--- config.mk ---
export PLATFORM = sky130hd
export DESIGN_NAME = psr_dist
export DESIGN_NICKNAME = d
export VERILOG_FILES = /design/src/design/psr_pkg.sv /design/src/design/psr_dist.sv
export SDC_FILE = /design/constraint.sdc
export NUM_CORES = 1
export LEC_CHECK = 0
export BUFFER_PORTS_ARGS = -buffer_cell sky130_fd_sc_hd__buf_2
export CORE_ASPECT_RATIO = 0.75
export CORE_MARGIN = 4
export CORE_UTILIZATION = 60
export DETAILED_ROUTE_END_ITERATION = 16
export HOLD_SLACK_MARGIN = 0.12
export PLACE_DENSITY_LB_ADDON = 0.2
export REMOVE_ABC_BUFFERS = 1
export SYNTH_ARGS = -nofsm -noshare
export SYNTH_HDL_FRONTEND = slang
export SYNTH_SLANG_ARGS = --single-unit
--- constraint.sdc ---
create_clock -name clk -period 16.3 [get_ports clk]
set_clock_uncertainty 0.15 [all_clocks]
set_input_delay 1.63 -clock clk [delete_from_list [all_inputs] [get_ports clk]]
set_output_delay 1.63 -clock clk [all_outputs]
set_load 0.02 [all_outputs]
--- src/design/psr_pkg.sv ---
// ----------------------------------------------------------------------------
// psr_pkg
// shared types and constants for the point store with radius count
// ----------------------------------------------------------------------------
`default_nettype none

package psr_pkg;

  localparam int CAPACITY_DEF = 64;
  localparam int COORD_W      = 16;
  localparam int POINT_W      = 2 * COORD_W;
  localparam int RAD_W        = 24;
  localparam int RAD_SQ_W     = 2 * RAD_W;
  localparam int FRAC_SQ_W    = 16;                  // Q16.8 squared has 16 fraction bits
  localparam int LIM_W        = RAD_SQ_W - FRAC_SQ_W;
  localparam int SQ_W         = 2 * COORD_W - 1;     // x*x of a 16-bit signed value
  localparam int SUM_W        = SQ_W + 1;
  localparam int OUT_CNT_W    = 7;

  typedef enum logic [2:0] {
    ACT_PUSH = 3'd0,
    ACT_POP  = 3'd1,
    ACT_DEL  = 3'd2,
    ACT_RAD  = 3'd3,
    ACT_SRCH = 3'd4,
    ACT_LEN  = 3'd5
  } action_t;

  typedef enum logic [1:0] {
    ST_OK   = 2'd0,
    ST_MISS = 2'd1,
    ST_FULL = 2'd2
  } status_t;

  // per-cycle command to every cell of the chain
  typedef struct packed {
    logic shift_back;   // cell i takes cell i-1 (push)
    logic shift_front;  // cell i takes cell i+1 (pop, walk)
    logic wrap;         // tail cell takes the head entry during a walk
  } cell_ctl_t;

  // distance check result leaving the squaring pipeline
  typedef struct packed {
    logic valid;
    logic last;
    logic in_range;
  } dist_res_t;

endpackage

`default_nettype wire

--- src/design/psr_dist.sv ---
// ----------------------------------------------------------------------------
// psr_dist
// two-stage squaring pipeline, compares x*x+y*y against the radius limit
// ----------------------------------------------------------------------------
`default_nettype none

module psr_dist (
  input  wire logic                         clk,
  input  wire logic                         rst_n,
  input  wire logic                         vld_i,
  input  wire logic                         last_i,
  input  wire logic [psr_pkg::POINT_W-1:0]  point_i,
  input  wire logic [psr_pkg::LIM_W-1:0]    lim_i,
  output psr_pkg::dist_res_t                res_o
);

  logic signed [psr_pkg::COORD_W-1:0] px;
  logic signed [psr_pkg::COORD_W-1:0] py;
  logic signed [2*psr_pkg::COORD_W-1:0] prod_x;
  logic signed [2*psr_pkg::COORD_W-1:0] prod_y;
  logic [psr_pkg::SQ_W-1:0]  sq_x_r;
  logic [psr_pkg::SQ_W-1:0]  sq_y_r;
  logic [psr_pkg::SUM_W-1:0] sum;
  logic                      s1_vld_r;
  logic                      s1_last_r;
  logic                      s2_vld_r;
  logic                      s2_last_r;
  logic                      s2_inside_r;

  assign px     = point_i[psr_pkg::POINT_W-1:psr_pkg::COORD_W];
  assign py     = point_i[psr_pkg::COORD_W-1:0];
  assign prod_x = px * px;
  assign prod_y = py * py;
  assign sum    = {1'b0, sq_x_r} + {1'b0, sq_y_r};

  always_ff @(posedge clk) begin
    sq_x_r      <= prod_x[psr_pkg::SQ_W-1:0];
    sq_y_r      <= prod_y[psr_pkg::SQ_W-1:0];
    s2_inside_r <= (sum <= lim_i);
    if (!rst_n) begin
      s1_vld_r  <= 1'b0;
      s1_last_r <= 1'b0;
      s2_vld_r  <= 1'b0;
      s2_last_r <= 1'b0;
    end else begin
      s1_vld_r  <= vld_i;
      s1_last_r <= vld_i && last_i;
      s2_vld_r  <= s1_vld_r;
      s2_last_r <= s1_last_r;
    end
  end

  assign res_o.valid    = s2_vld_r;
  assign res_o.last     = s2_last_r;
  assign res_o.in_range = s2_inside_r;

endmodule

`default_nettype wire

==> run metrics <==
GPL Wtd Cong=0.9271; # diodes=0; Worst-path clk slew=0.05 ns; final worst setup slack=8.345 ns; cell count after synthesis=2,322; outcome=completed; Pre-Repair DR Iteration Count=7; Slew Viols, Final=0; most frequent cells in the layout=inv_1, fa_1, ha_1; post-synthesis simple-gate area fraction=10.59%; total track usage=24.35%; cts hold-fix bufs=0; synthesized cell area=21,020 µm²; initial DRC count=857; RSZ-0062 raised after global routing=false; Worst slew margin=55.44%; Synth Area in Compound Gates=7.790%; CP required=16.42 ns; R2R Path End=s2_inside_r$_DFF_P_; CTS tree=yes; Final setup violation count=0; mean post-synth cell area=9.054 µm²; final worst-path cycle share=48.81%; initial antenna violation count=0; worst hold stages=1; Slowest Stage Delay on Critical Path=0.73 ns; initial core utilization=60.72%; Core Area=34,620 µm²; XOR/XNOR Fraction of Synth Area=4.583%; commonest non-fill, non-tap cell in the layout=inv_1; Cell Count, Final, Fillers Out=2,814; Post-synth ARST share=0%; Setup TNS=0 ns; Vias per Instance=5.372; adder-cell area share of the yosys netlist=57.63%; first-pass GRT wire length=75,870 µm; crit start category=input port; pre-CTS setup slack=8.011 ns; mux contribution to synthesized area=0.1071%; Routed Wire Length=43,620 µm; # placed instances=2,798; Synth Register Bits=65; Post-CTS Resized=0; Longest Clk Path Bufs=2; crit-path cells=buf_2 -> inv_1 -> nor2_1 -> fa_1 -> inv_1 -> fa_1 -> inv_1 -> fa_1 -> fa_1 -> fa_1 -> inv_1 -> fa_1 -> inv_1 -> ha_1 -> a21o_1 -> a21o_1 -> a21oi_1 -> and3b_1 -> a21oi_1 -> a211o_1 -> a21oi_1 -> xnor2_1; Endpoint, Worst Hold=s2_vld_r$_SDFF_PN0_; sequential share of the synthesized area=6.189%; grt ovf=0; main combinational cell family by area after synthesis=adder cells; post-synth cell types=64; DRC violations left=0; Period minus WS final=7.955 ns; Post-CTS Repair Setup Buffers=0; vias in the first global route=16.18k; Syn. warnings=0; Slowest cell on crit path=fa_1; fraction of layout cells with a size suffix above 1=4.752%; Vias=15.12k; Synth-to-Final Area Change=4.856%; clk root buf=clkbuf_16; most frequent CP cell=fa_1; achievable frequency=125.7 MHz; Tightest Hold Check Type=reg2reg; hold path start=s1_vld_r$_SDFF_PN0_; WL/cell=15.50 µm; register-to-register setup slack=11.70 ns; IO buf count=70; Top Ports=71; CTS sink cnt=65; Final ANT Viol Nets=0; WP buf/inv=6; worst-path maximum fanout=17; DIE HEIGHT=170.1 µm; max-cap violations=0; worst slew pin tran=0.6612 ns; R2R cell count=16; Critical Path AT=8.07 ns; FF-to-FF Start=sq_y_r[8]$_DFF_P_; total CTS buffers=9; clock latency on the worst-skew pair=0.33 ns; number of synthesized flops with an enable pin=0; largest delay contributor family on the critical path=adder cells; ys flop type=dfxtp_1; CP Class=in2reg; largest net degree at the start of global routing=22; endpoint type of the worst setup path=register; nets=3,113; full die area=38,130 µm²; Max H-tree Level=3; hpwl dp=38,430 µm; # rows=59; Fin. Hold Viols=0; die width=224.1 µm
-- through the flow --
step                instance area, µm²  utilization (%)  hold slack, ns
CTS                              22040            63.67          0.2880
floorplan                        20810                -          0.2618
global route                     22040            63.67          0.3111
finish                           22040            63.67          0.2845
detailed placement               21730            62.77          0.2738
global placement                 21730            62.77          0.2688
-- worst max-delay path by stage --
stage                         end  cells past startpoint        start
2_1_floorplan  sq_y_r[29]$_DFF_P_                     21  point_i[15]
3_3_place_gp   sq_y_r[29]$_DFF_P_                     22  point_i[15]
3_5_place_dp   sq_y_r[29]$_DFF_P_                     22  point_i[15]
4_1_cts        sq_y_r[29]$_DFF_P_                     22  point_i[15]
5_1_grt        sq_y_r[27]$_DFF_P_                     22  point_i[15]
6_report       sq_y_r[29]$_DFF_P_                     22  point_i[15]
-- sequential cells by signal, indices dropped and copies added (netlist names) --
name and flops:
sq_y_r 30, s1_last_r 1, sq_x_r 30, s2_vld_r 1, s2_inside_r 1, s1_vld_r 1
s2_last_r 1
-- synth_stat cells, types with 3 or more instances --
cell / count / area, µm²
a211o_1: 4 / 35.03
a211oi_1: 10 / 75.07
a21o_1: 44 / 330.3
a21oi_1: 67 / 335.3
a31o_2: 10 / 87.58
a31oi_1: 9 / 56.30
a41oi_1: 3 / 26.28
and2_1: 67 / 419.2
and3_1: 14 / 87.58
buf_4: 4 / 30.03
clkbuf_1: 46 / 172.7
clkinv_1: 4 / 15.01
dfxtp_1: 65 / 1301
fa_1: 459 / 9189
ha_1: 234 / 2928
inv_1: 673 / 2526
nand2_1: 177 / 664.4
nand2b_1: 11 / 68.82
nand3_1: 19 / 95.09
nand4_1: 14 / 87.58
nor2_1: 123 / 461.7
nor2b_1: 6 / 37.54
nor3_1: 20 / 100.1
nor4_1: 5 / 31.28
o211ai_1: 3 / 22.52
o21a_1: 13 / 97.59
o21ai_0: 35 / 175.2
o21bai_1: 11 / 82.58
o311ai_1: 3 / 26.28
o31ai_1: 6 / 45.04
or2_2: 7 / 43.79
or3_1: 5 / 31.28
xnor2_1: 84 / 735.7
xor2_1: 26 / 227.7
-- cell type report --
cell class	count	area [µm²]
Clock inverter	5	80.08
Multi-Input combinational cell	1529	16970
Tap cell	457	571.8
Timing Repair Buffer	70	350.3
Inverter	677	2541
Fill cell	2935	12580
Sequential cell	65	1301
Clock buffer	11	232.7
-- worst reg2reg max path: cells and delay by family, from the launching register on --
| kind | cells | cell delay (ns) |
|---|---|---|
| flip-flops | 1 | 0.31 |
| AND/OR/NAND/NOR | 8 | 1.88 |
| AO/OA/AOI/OAI | 6 | 1.48 |
| adder cells (fa/ha/maj) | 2 | 0.65 |
-- kinds of logic (layout without fill, tap and decap cells) --
logic type,count (synthesis),in the layout
buffers and inverters,728,763
adders and majority gates,693,693
and+or+nand+nor,480,480
AOI/OAI and AO/OA,244,244
xor gates and xnor gates,110,110
DFF,65,65
muxes,2,2
-- layer usage --
| metal | track usage, % | up-vias | share of wire, % |
|---|---|---|---|
| met2 | 40.48 | 407 | 47 |
| li1 | - | 7035 | - |
| met1 | 35.03 | 7618 | 45 |
| met5 | 0 | - | 0 |
| met4 | 4.715 | 0 | 1.8 |
| met3 | 3.173 | 56 | 6.0 |
Power is left out: the tool's default activity adds up to more than one toggle a clock period on the data nets, which glitch-free logic cannot reach.
