<file path="src/design/psr_pkg.sv">
// ----------------------------------------------------------------------------
// psr_pkg
// shared types and constants for the point store with radius count
// ----------------------------------------------------------------------------
`default_nettype none

package psr_pkg;

  localparam int CAPACITY_DEF = 64;
  localparam int COORD_W      = 16;
  localparam int POINT_W      = 2 * COORD_W;
  localparam int RAD_W        = 24;
  localparam int RAD_SQ_W     = 2 * RAD_W;
  localparam int FRAC_SQ_W    = 16;                  // Q16.8 squared has 16 fraction bits
  localparam int LIM_W        = RAD_SQ_W - FRAC_SQ_W;
  localparam int SQ_W         = 2 * COORD_W - 1;     // x*x of a 16-bit signed value
  localparam int SUM_W        = SQ_W + 1;
  localparam int OUT_CNT_W    = 7;

  typedef enum logic [2:0] {
    ACT_PUSH = 3'd0,
    ACT_POP  = 3'd1,
    ACT_DEL  = 3'd2,
    ACT_RAD  = 3'd3,
    ACT_SRCH = 3'd4,
    ACT_LEN  = 3'd5
  } action_t;

  typedef enum logic [1:0] {
    ST_OK   = 2'd0,
    ST_MISS = 2'd1,
    ST_FULL = 2'd2
  } status_t;

  // per-cycle command to every cell of the chain
  typedef struct packed {
    logic shift_back;   // cell i takes cell i-1 (push)
    logic shift_front;  // cell i takes cell i+1 (pop, walk)
    logic wrap;         // tail cell takes the head entry during a walk
  } cell_ctl_t;

  // distance check result leaving the squaring pipeline
  typedef struct packed {
    logic valid;
    logic last;
    logic in_range;
  } dist_res_t;

endpackage

`default_nettype wire

</file>
<file path="src/design/psr_cell.sv">
// ----------------------------------------------------------------------------
// psr_cell
// one slot of the point chain, loads from either neighbor or the head
// ----------------------------------------------------------------------------
`default_nettype none

module psr_cell #(
  parameter int DATA_W = psr_pkg::POINT_W
) (
  input  wire logic              clk,
  input  wire psr_pkg::cell_ctl_t ctl,
  input  wire logic              tail_sel,
  input  wire logic [DATA_W-1:0] prev_data,
  input  wire logic [DATA_W-1:0] next_data,
  input  wire logic [DATA_W-1:0] head_data,
  output logic      [DATA_W-1:0] data_o
);

  logic [DATA_W-1:0] data_r;

  always_ff @(posedge clk) begin
    if (ctl.shift_back) begin
      data_r <= prev_data;
    end else if (ctl.shift_front) begin
      // tail slot closes the ring so a full walk restores the order
      data_r <= (ctl.wrap && tail_sel) ? head_data : next_data;
    end
  end

  assign data_o = data_r;

endmodule

`default_nettype wire

</file>
<file path="config.mk">
export PLATFORM = sky130hd
export DESIGN_NAME = psr_cell
export DESIGN_NICKNAME = d
export VERILOG_FILES = /design/src/design/psr_pkg.sv /design/src/design/psr_cell.sv
export SDC_FILE = /design/constraint.sdc
export NUM_CORES = 1
export LEC_CHECK = 0
export BUFFER_PORTS_ARGS = -buffer_cell sky130_fd_sc_hd__buf_2
export CAP_MARGIN = 15
export CELL_PAD_IN_SITES_DETAIL_PLACEMENT = 1
export CELL_PAD_IN_SITES_GLOBAL_PLACEMENT = 1
export CORE_UTILIZATION = 34
export DETAILED_ROUTE_END_ITERATION = 6
export PLACE_DENSITY_LB_ADDON = 0.2
export SLEW_MARGIN = 10
export SYNTH_ARGS = -nofsm -noshare
export SYNTH_HDL_FRONTEND = slang
export SYNTH_SLANG_ARGS = --single-unit
</file>
<file path="constraint.sdc">
create_clock -name clk -period 3.65 [get_ports clk]
set_input_delay 0.365 -clock clk [delete_from_list [all_inputs] [get_ports clk]]
set_output_delay 0.365 -clock clk [all_outputs]
set_load 0.1 [all_outputs]
</file>
==> results.env, run 1 <==
RUN_STATUS='finished clean'
DRIVE_ABOVE_1_SHARE=0.561
GLOBALROUTETOTALUTIL=0.182
WORSTPATHREQUIRED_NS=3.65
TRITONCTS='yes'
HOLD-PATH-ENDPOINT='data_o[30]$_DFFE_PP_'
CTS.SINK_COUNT=32
FINALHOLDWORSTSLACK_NS=0.378
SYN_INST=183
CLOCK_PATH_BUFFERS=2
H_TREE_LEVEL_COUNT=2
NUMBER_OF_LIBRARY_CELL_TYPES_MAPPED_BY_SYNTHESIS=13
LARGEST_REGISTER_FF_COUNT=32
CAP_VIOL_MAX_COUNT=0
FINAL_MIN_PERIOD_OVER_CLOCK_PERIOD=0.469
DPL_CELL_AREA_SQ_MM=0.00277
CRITPATHMAXFANOUT=33
SYNTH_NETS=284
NUMBER_OF_STANDARD_CELL_ROWS_IN_THE_FLOORPLAN=28
CHIPWIDTH_UM=81.0
END_KIND='flop'
AREA_GROWTH_PCT=34.2
MOSTFREQUENTLAYOUTCELL='buf_2'
DETAIL-ROUTE-ANTENNA-NETS=0
PERIOD_MINUS_SLACK_NS=1.71
CLK_ROOT_BUFFER_CELL='clkbuf_8'
GLOBALPLACE.CONGESTION=0.679
STARTPOINT_TYPE='primary input'
SLEW_VIOLATIONS=0
LAYOUT_COMMON_CELLS='buf_2, inv_1, nand4b_1, nand2_1, edfxtp_1'
NUM_ANTENNA_CELLS=0
INITIAL_ANTENNA_VIOLATION_COUNT=0
GRT_PASS1_VIAS=1953
DETAILED_PLACE_HPWL_UM=4130
DETAILEDROUTE.FIRSTPASSITERATIONCOUNT=4
DRT-MET1-WL_UM=2460
FINISH.INSTANCE_AREA_SQ_MM=0.00285
FLOORPLAN.INITIALDENSITY=0.356
NNETSFINAL=403
POST_DRT_WL_PER_CELL_UM=15.3
SEQUENTIAL_CELL_AREA_FRACTION_IN_THE_YOSYS_REPORT=0.453
TRITONCTS.NUM_BUFFERS=5
SYN_AREA_SQ_MM=0.00212
POWERDENSITY_mW_PER_MM2=442
GRT_PASS1_WL_UM=8960
WORST-ENDPOINT-ARRIVAL_NS=1.71
DRC=0
SETUP_VIOLATIONS=0
DIE_AREA_SQ_MM=0.00656
ROUTE.MET2.WL_UM=2740
CLOCK_PIN_SLEW_ON_THE_WORST_SETUP_AND_HOLD_PATHS_NS=0.07
SHARE_OF_THE_CORE_FILLED_WITH_CELLS=0.478
CTS.REPAIR_TIMING.SETUP_BUFFER_COUNT=0
SYNTH.FF_LATCH_COUNT=32
GRT_MAX_DEGREE=50
TOTAL_WIRELENGTH_UM=5780
SYN_AREA_PER_CELL_SQ_UM=11.6
DIE-HEIGHT_UM=81.0
VIAS_PER_CELL=5.20
CRIT_TYPE='in2reg'
SLEW_AT_THE_PIN_CLOSEST_TO_ITS_MAX_SLEW_LIMIT_NS=0.787
TIMING.SETUP.TNS_NS=0
MET3_WL_POST_DR_UM=539
FILL_CELL_COUNT=722
MIN_PATH_TYPE='in2reg'
TOPROUTINGLAYERUSED='met4'
IO-PIN-COUNT=133
GRT_SETUP_UNREPAIRED='false'
POSTCTSRESIZEDCELLS=0
CORE_REGION_AREA_SQ_MM=0.00596
IO_BUFFER_COUNT=132
LEAKAGEPOWER_nW=1.29
WORST_MIN_PATH_START='prev_data[30]'
WORST_IR_DROP_VDD_V=0.000194
HOLD_VIOLATIONS=0
YOSYSWARNINGCOUNT=0
POSTCTSHOLDBUFS=0
ACHIEVABLE-FREQUENCY_MHz=584
DETAIL_ROUTE.ITER0.VIOLATIONS=67
DETAILROUTE.VIA_COUNT=1967
REL_SLEW_SLACK=0.475
GR-TOTAL-OVERFLOW=0
WHS_PATH_DEPTH=3
cells by family (layout without fill, tap and decap cells):
group,Yosys count,in the layout,share of synthesized area
AND/OR/NAND/NOR,66,66,0.196
AO/OA/AOI/OAI,32,32,0.238
flip-flops,32,32,0.453
buffers and inverters,53,173,0.113
cell usage after synthesis, drive strengths merged:
cell     n  area share
o311ai  32        0.24
nand4b  32        0.13
clkbuf   8       0.015
edfxtp  32        0.45
nand2   32       0.057
buf     13       0.041
or2      1      0.0030
and2     1      0.0041
inv     32       0.057
critical path: stages:
cell and delay (ns):
buf_2 0.50, and2_4 0.63, o311ai_0 0.17
per-layer routing:
layer | up-vias | track usage
met3 | 5 | 0.0685
met2 | 82 | 0.312
li1 | 926 | -
met5 | - | 0
met4 | 0 | 0.0429
met1 | 954 | 0.213
worst max-delay path by stage:
stage	endpoint	from	cells after the start	slack [ns]
after floorplan	data_o[0]$_DFFE_PP_	ctl[2]	2	2.22
after global placement	data_o[31]$_DFFE_PP_	tail_sel	3	1.71
final	data_o[31]$_DFFE_PP_	tail_sel	3	1.94
after global routing	data_o[31]$_DFFE_PP_	tail_sel	3	1.83
after detailed placement	data_o[0]$_DFFE_PP_	tail_sel	3	1.65
after CTS	data_o[0]$_DFFE_PP_	tail_sel	3	1.95
report_power, final:
group	switching, mW	internal (mW)
Sequential	0.0110	0.457
Clock	0.125	0.133
Combinational	0.422	0.112
Total	0.558	0.701
final cells by class:
| type | instances | area, sq um | area share |
|---|---|---|---|
| clock inverter | 1 | 3.75 | 0.00132 |
| clock buffer | 7 | 76.3 | 0.0268 |
| multi-input combinational | 98 | 921 | 0.324 |
| sequential | 32 | 961 | 0.338 |
| tap | 75 | 93.8 | 0.0330 |
| inverter | 32 | 120 | 0.0422 |
| timing repair buffer | 133 | 671 | 0.236 |
through the flow:
| step | total power, mW | instances | worst slack, ns |
|---|---|---|---|
| after detailed placement | 1.01 | 370 | 1.65 |
| after floorplan | 0.908 | 183 | 2.22 |
| final | 1.26 | 378 | 1.94 |
| after global placement | 1.01 | 370 | 1.71 |
| after CTS | 1.27 | 378 | 1.95 |
| after global routing | 1.31 | 378 | 1.83 |
(Power assumes the default switching activity.)
==> run 2, diff against run 1 <==
--- a/config.mk
+++ b/config.mk
@@ -9,7 +9,7 @@
 export CAP_MARGIN = 15
 export CELL_PAD_IN_SITES_DETAIL_PLACEMENT = 1
 export CELL_PAD_IN_SITES_GLOBAL_PLACEMENT = 1
-export CORE_UTILIZATION = 34
+export CORE_UTILIZATION = 31
 export DETAILED_ROUTE_END_ITERATION = 6
 export PLACE_DENSITY_LB_ADDON = 0.2
 export SLEW_MARGIN = 10
==> constraint.sdc (replaced) <==
create_clock -name clk -period 1.6 [get_ports clk]
set_input_delay 0.16 -clock clk [delete_from_list [all_inputs] [get_ports clk]]
set_output_delay 0.16 -clock clk [all_outputs]
set_load 0.1 [all_outputs]
==> run 2 against run 1 <==
The flow now finishes with violations (design-rule violations). Critical path depth decreased by 2. Non-clock buffer count rose by 4. Final area up 2.0%. Critical path type is now reg2out. Critical endpoint is now data_o[3]. Highest routed layer unchanged.
==> results.env, run 2 (same netlist as run 1, synthesis figures left out) <==
SEQUENTIALPOWERSHARE=0.367  # -0.005
LEAKAGEPOWER_nW=1.32  # +2.2%
FLOORPLAN.INITIALDENSITY=0.328  # -0.0277
AREA_GROWTH_PCT=36.9
PERIOD_MINUS_SLACK_NS=1.20
VIOLATIONS='design-rule violations'
CHIPWIDTH_UM=84.7  # +4.6%
CLOCK_PATH_BUFFERS=2  # unchanged
DRIVE_ABOVE_1_SHARE=0.567  # +0.00572
TOTAL_WIRELENGTH_UM=6180  # +6.9%
INITIAL_ANTENNA_VIOLATION_COUNT=0  # unchanged
SLEW_VIOLATIONS=0  # unchanged
LARGEST_STAGE_DELAY_ON_THE_CRITICAL_PATH_NS=0.43  # -0.20 ns
WORSTPATHREQUIRED_NS=1.44  # -2.21 ns
VIAS_PER_CELL=5.11  # -1.9%
POWER.SHARE.COMBINATIONAL=0.428  # +0.004
TIMING.CRITICAL_PATH.BUF_INV=1  # unchanged
CLK_ROOT_BUFFER_CELL='clkbuf_8'
CTS.SINK_COUNT=32  # unchanged
NUMBER_OF_STANDARD_CELL_ROWS_IN_THE_FLOORPLAN=29  # +3.6%
NUM_ANTENNA_CELLS=0  # unchanged
NETSWITCHINGPOWER_mW=1.29  # +130%
TIMING.CRITICAL_PATH.MAX_DELAY_FAMILY='buffers and inverters'
LAYOUT_COMMON_CELLS='buf_2, inv_1, nand4b_1, nand2_1, edfxtp_1'
FINAL_CELLS=384  # +1.6%
IO-PIN-COUNT=133  # unchanged
CTS.REPAIR_TIMING.SETUP_BUFFER_COUNT=0  # unchanged
IO_BUFFER_COUNT=132  # unchanged
FINAL_MIN_PERIOD_OVER_CLOCK_PERIOD=0.750
POSTCTSRESIZEDCELLS=0  # unchanged
RUN_STATUS='complete, but fails checks'
GR-TOTAL-OVERFLOW=0  # unchanged
TRITONCTS='yes'
H_TREE_LEVEL_COUNT=2  # unchanged
END_KIND='primary output'
GRT_SETUP_UNREPAIRED='false'
GRT_MAX_DEGREE=95  # +90%
GLOBALROUTETOTALUTIL=0.173  # -0.00846
POSTCTSHOLDBUFS=0  # unchanged
DETAILEDROUTE.FIRSTPASSITERATIONCOUNT=7  # +3
PLACEDCELLCOUNT=376  # +1.6%
POST_DRT_WL_PER_CELL_UM=16.1  # +5.2%
NNETSFINAL=407  # +0.99%
DPL_CELL_AREA_SQ_MM=0.00282  # +2.1%
CORE_REGION_AREA_SQ_MM=0.00646  # +8.4%
WORST-ENDPOINT-ARRIVAL_NS=1.04  # -0.67 ns
GRT_PASS1_WL_UM=9660  # +7.8%
GLOBALPLACE.CONGESTION=0.727  # +7.1%
DETAILROUTE.VIA_COUNT=1961  # -0.31%
SLEW_AT_THE_PIN_CLOSEST_TO_ITS_MAX_SLEW_LIMIT_NS=0.792  # +0.00520 ns
SLOWEST_STAGE='buf_2'
POWERDENSITY_mW_PER_MM2=999  # +130%
SETUP_VIOLATIONS=0  # unchanged
CRIT_TYPE='reg2out'
CRITPATHMAXFANOUT=1  # -97%
LARGEST_REGISTER_FF_COUNT=32  # unchanged
HOLD-PATH-ENDPOINT='data_o[30]$_DFFE_PP_'
DETAIL-ROUTE-ANTENNA-NETS=0  # unchanged
TIMING.SETUP.TNS_NS=0  # unchanged
WORST_IR_DROP_VDD_V=0.000443  # +130%
DRC=7  # +7
HOLD_VIOLATIONS=0  # unchanged
DETAIL_ROUTE.ITER0.VIOLATIONS=66  # -1.5%
REL_SLEW_SLACK=0.472  # -0.00347
INTERNAL_POWER_mW=1.61  # +130%
SHARE_OF_THE_CORE_FILLED_WITH_CELLS=0.450  # -0.0283
CLOCK_PIN_SLEW_ON_THE_WORST_SETUP_AND_HOLD_PATHS_NS=0.07  # about the same
CLOCK_POWER_SHARE=0.205  # about the same
FINISH.INSTANCE_AREA_SQ_MM=0.00290  # +2.0%
STARTPOINT_TYPE='flop'
NUMBER_OF_GATES_ON_THE_WORST_PATH_WITH_BUFFERS_COUNTED=1  # -2
WORST_MIN_PATH_START='prev_data[30]'
WHS_PATH_DEPTH=3  # unchanged
MIN_PATH_TYPE='in2reg'
SWSHARE=0.444  # +0.000941
MOSTFREQUENTLAYOUTCELL='buf_2'
ACHIEVABLE-FREQUENCY_MHz=833
DIE_AREA_SQ_MM=0.00718  # +9.4%
GRT_PASS1_VIAS=2025  # +3.7%
WORSTPATHCELLLIST='buf_2'
TRITONCTS.NUM_BUFFERS=5  # unchanged
DETAILED_PLACE_HPWL_UM=4480  # +8.6%
DIE-HEIGHT_UM=84.7  # +4.6%
CAP_VIOL_MAX_COUNT=0  # unchanged
run 2: stage by stage:
stage,hold slack (ns),setup WS (ns),total power [mW]
global route,0.190,0.367,3.01
floorplan,0.363,0.376,2.07
CTS,0.182,0.386,2.92
detailed placement,0.469,0.254,2.34
global placement,0.459,0.267,2.32
finish,0.188,0.400,2.90
run 2: worst max-delay path by stage:
stage                              start              endpoint
floorplan                         ctl[2]   data_o[0]$_DFFE_PP_
global placement                  ctl[2]   data_o[9]$_DFFE_PP_
detailed placement                ctl[2]  data_o[14]$_DFFE_PP_
CTS                 data_o[30]$_DFFE_PP_            data_o[30]
global route        data_o[29]$_DFFE_PP_            data_o[29]
finish               data_o[3]$_DFFE_PP_             data_o[3]
run 2: layout make-up:
cell class	instances	area, sq um
Clock buffer	7	76.3
Clock inverter	1	3.75
Fill cell	758	3550
Inverter	32	120
Multi-Input combinational cell	98	921
Sequential cell	32	961
Tap cell	77	96.3
Timing Repair Buffer	137	726
run 2: power by group through the flow:
stage	logic, mW	clock network (mW)	registers, mW
6_report	1.24	0.595	1.07
5_1_grt	1.30	0.646	1.07
4_1_cts	1.25	0.603	1.07
3_5_place_dp	1.25	0	1.09
3_3_place_gp	1.24	0	1.08
2_1_floorplan	0.247	0	1.82
run 2: per-layer routing:
layer  track usage  share of wire  routed length, um
met2         0.310           0.51               3140
met4        0.0385          0.011                 70
met5             0              0                  0
met3        0.0560          0.083                515
met1         0.201           0.40               2460
==> run 3, diff against run 2 <==
==> constraint.sdc (replaced) <==
create_clock -name clk -period 1.2 [get_ports clk]
set_input_delay 0.12 -clock clk [delete_from_list [all_inputs] [get_ports clk]]
set_output_delay 0.12 -clock clk [all_outputs]
set_load 0.1 [all_outputs]
==> run 3 against run 2 <==
Final area is 4.2% higher. Total power is 36% higher. Critical path depth stayed put. Count of clock-buffer cells in the layout is 1 lower. Flip-flop and latch count stayed put. Cell count is 1.0% higher. Via count is 1.6% lower. Global-route usage is 0.050 points higher. Utilization is 1.9 points higher. First-iteration DRC count is 1.5% lower. The flow still finishes with violations (design-rule violations). Worst hold slack worse by 0.062 ns. Worst setup slack worse by 0.36 ns.
==> results.env, run 3 (same netlist as run 1, synthesis figures left out) <==
WORSTPATHCELLLIST='buf_2'
REL_SLEW_SLACK=0.668  # +0.196
DETAILEDROUTE.FIRSTPASSITERATIONCOUNT=7  # unchanged
SLOWEST_STAGE='buf_2'
DETAIL-ROUTE-ANTENNA-NETS=0  # unchanged
FINALHOLDWORSTSLACK_NS=0.126  # -0.0619 ns
DETAILED_PLACE_HPWL_UM=4520  # +0.93%
DETAIL_ROUTE.ITER0.VIOLATIONS=65  # -1.5%
DRIVE_ABOVE_1_SHARE=0.579  # +0.0120
CLOCK_PIN_SLEW_ON_THE_WORST_SETUP_AND_HOLD_PATHS_NS=0.07  # about the same
GRT_SETUP_UNREPAIRED='false'
DETAILROUTE.VIA_COUNT=1930  # -1.6%
GRT_MAX_DEGREE=56  # -41%
NUM_ANTENNA_CELLS=0  # unchanged
CAP_VIOL_MAX_COUNT=0  # unchanged
TIMING.FINAL.WS_SETUP_NS=0.0388  # -0.361 ns
DIE-HEIGHT_UM=84.7  # unchanged
SETUP_VIOLATIONS=0  # unchanged
LARGEST_REGISTER_FF_COUNT=32  # unchanged
TOTAL_WIRELENGTH_UM=6100  # -1.3%
NUMBER_OF_STANDARD_CELL_ROWS_IN_THE_FLOORPLAN=29  # unchanged
AREA_GROWTH_PCT=42.7
FILL_CELL_COUNT=758  # unchanged
DRC=7  # unchanged
CTS.REPAIR_TIMING.SETUP_BUFFER_COUNT=0  # unchanged
TIMING.CRITICAL_PATH.BUF_INV=1  # unchanged
LEAKAGEPOWER_nW=1.38  # +4.4%
CLOCK_PATH_BUFFERS=2  # unchanged
WORST-ENDPOINT-ARRIVAL_NS=1.04  # about the same
HOLD_VIOLATIONS=0  # unchanged
CHIPWIDTH_UM=84.7  # unchanged
POST_DRT_WL_PER_CELL_UM=15.7  # -2.3%
VIAS_PER_CELL=4.97  # -2.6%
GR-TOTAL-OVERFLOW=0  # unchanged
VIOLATIONS='design-rule violations'
GLOBALPLACE.CONGESTION=0.730  # +0.39%
GLOBALROUTETOTALUTIL=0.174  # +0.000501
CRITPATHMAXFANOUT=1  # unchanged
PERIOD_MINUS_SLACK_NS=1.16
GRT_PASS1_WL_UM=9660  # unchanged
WHS_PATH_DEPTH=3  # unchanged
MIN_PATH_TYPE='in2reg'
HOLD-PATH-ENDPOINT='data_o[30]$_DFFE_PP_'
TIMING.SETUP.TNS_NS=0  # unchanged
MOSTFREQUENTLAYOUTCELL='buf_2'
CORE_REGION_AREA_SQ_MM=0.00646  # unchanged
POWERDENSITY_mW_PER_MM2=1300  # +30%
SLEW_AT_THE_PIN_CLOSEST_TO_ITS_MAX_SLEW_LIMIT_NS=0.502  # -0.291 ns
PLACE_WORST_SETUP_SLACK_NS=0.114  # -0.139 ns
GRT_PASS1_VIAS=2013  # -0.59%
RUN_STATUS='complete, but fails checks'
LAYOUT_COMMON_CELLS='buf_2, inv_1, nand4b_1, nand2_1, edfxtp_1'
POWER_mW=3.94  # +36%
IO_BUFFER_COUNT=132  # unchanged
CLK_ROOT_BUFFER_CELL='clkbuf_8'
DIE_AREA_SQ_MM=0.00718  # unchanged
WORST_IR_DROP_VDD_V=0.000463  # +4.4%
NNETSFINAL=412  # +1.2%
STARTPOINT_TYPE='flop'
INITIAL_ANTENNA_VIOLATION_COUNT=0  # unchanged
LARGEST_STAGE_DELAY_ON_THE_CRITICAL_PATH_NS=0.42  # about the same
TIMING.CRITICAL_PATH.MAX_DELAY_FAMILY='buffers and inverters'
WORSTPATHREQUIRED_NS=1.08  # -0.36 ns
H_TREE_LEVEL_COUNT=2  # unchanged
FINAL_MIN_PERIOD_OVER_CLOCK_PERIOD=0.968
IO-PIN-COUNT=133  # unchanged
CRIT_TYPE='reg2out'
END_KIND='primary output'
WORST_MIN_PATH_START='prev_data[30]'
FLOORPLAN.INITIALDENSITY=0.328  # unchanged
SLEW_VIOLATIONS=0  # unchanged
TRITONCTS.NUM_BUFFERS=5  # unchanged
ACHIEVABLE-FREQUENCY_MHz=861
CTS.SINK_COUNT=32  # unchanged
TRITONCTS='yes'
-- run 3: changes by cell type in the layout (fill, tap and decap cells not counted) --
cell and change:
buf_12 +6, buf_2 -5, buf_4 +2, clkbuf_1 -1, clkbuf_4 +2, clkinv_1 -1, clkinv_2 +1
-- run 3: layer usage --
layer / vias to the layer above / share of wire / track usage
met5: - / 0 / 0
met4: 0 / 0.011 / 0.0431
met3: 6 / 0.078 / 0.0580
met2: 70 / 0.51 / 0.305
met1: 909 / 0.40 / 0.204
li1: 945 / - / -
-- run 3: where the power goes --
part,internal (mW),switching [mW],leakage [nW]
logic,0.425,1.30,1.01
registers,1.39,0.0394,0.330
clock network,0.394,0.392,0.0410
total,2.21,1.73,1.38
-- run 3: area by class of cell --
type,count,area [sq um],area share
inverters,32,120,0.0397
multi-input cells,98,921,0.304
well taps,77,96.3,0.0318
repair buffers,142,851,0.281
clock inverters,1,5.00,0.00165
flip-flops and latches,32,961,0.317
clock buffers,6,72.6,0.0240
-- run 3: how the worst max path moves through the flow --
stage,start,to,slack [ns],depth (start not counted)
2_1_floorplan,ctl[2],data_o[0]$_DFFE_PP_,0.02,2
3_3_place_gp,ctl[2],data_o[10]$_DFFE_PP_,0.14,4
3_5_place_dp,ctl[2],data_o[31]$_DFFE_PP_,0.11,4
4_1_cts,data_o[29]$_DFFE_PP_,data_o[29],0.02,1
5_1_grt,data_o[5]$_DFFE_PP_,data_o[5],0.008,1
6_report,data_o[21]$_DFFE_PP_,data_o[21],0.04,1
-- run 3: timing repair --
item / in CTS / in global routing
hold buffers: 0 / 0
setup endpoints to repair: 0 / 2
resized for setup: 0 / 2
-- run 3: per-stage QoR --
stage	std cells	util	area, sq um
final	388	0.469	3030
after global routing	388	0.469	3030
after CTS	388	0.468	3020
after detailed placement	381	0.456	2940
after global placement	381	0.456	2940
after floorplan	183	-	2120
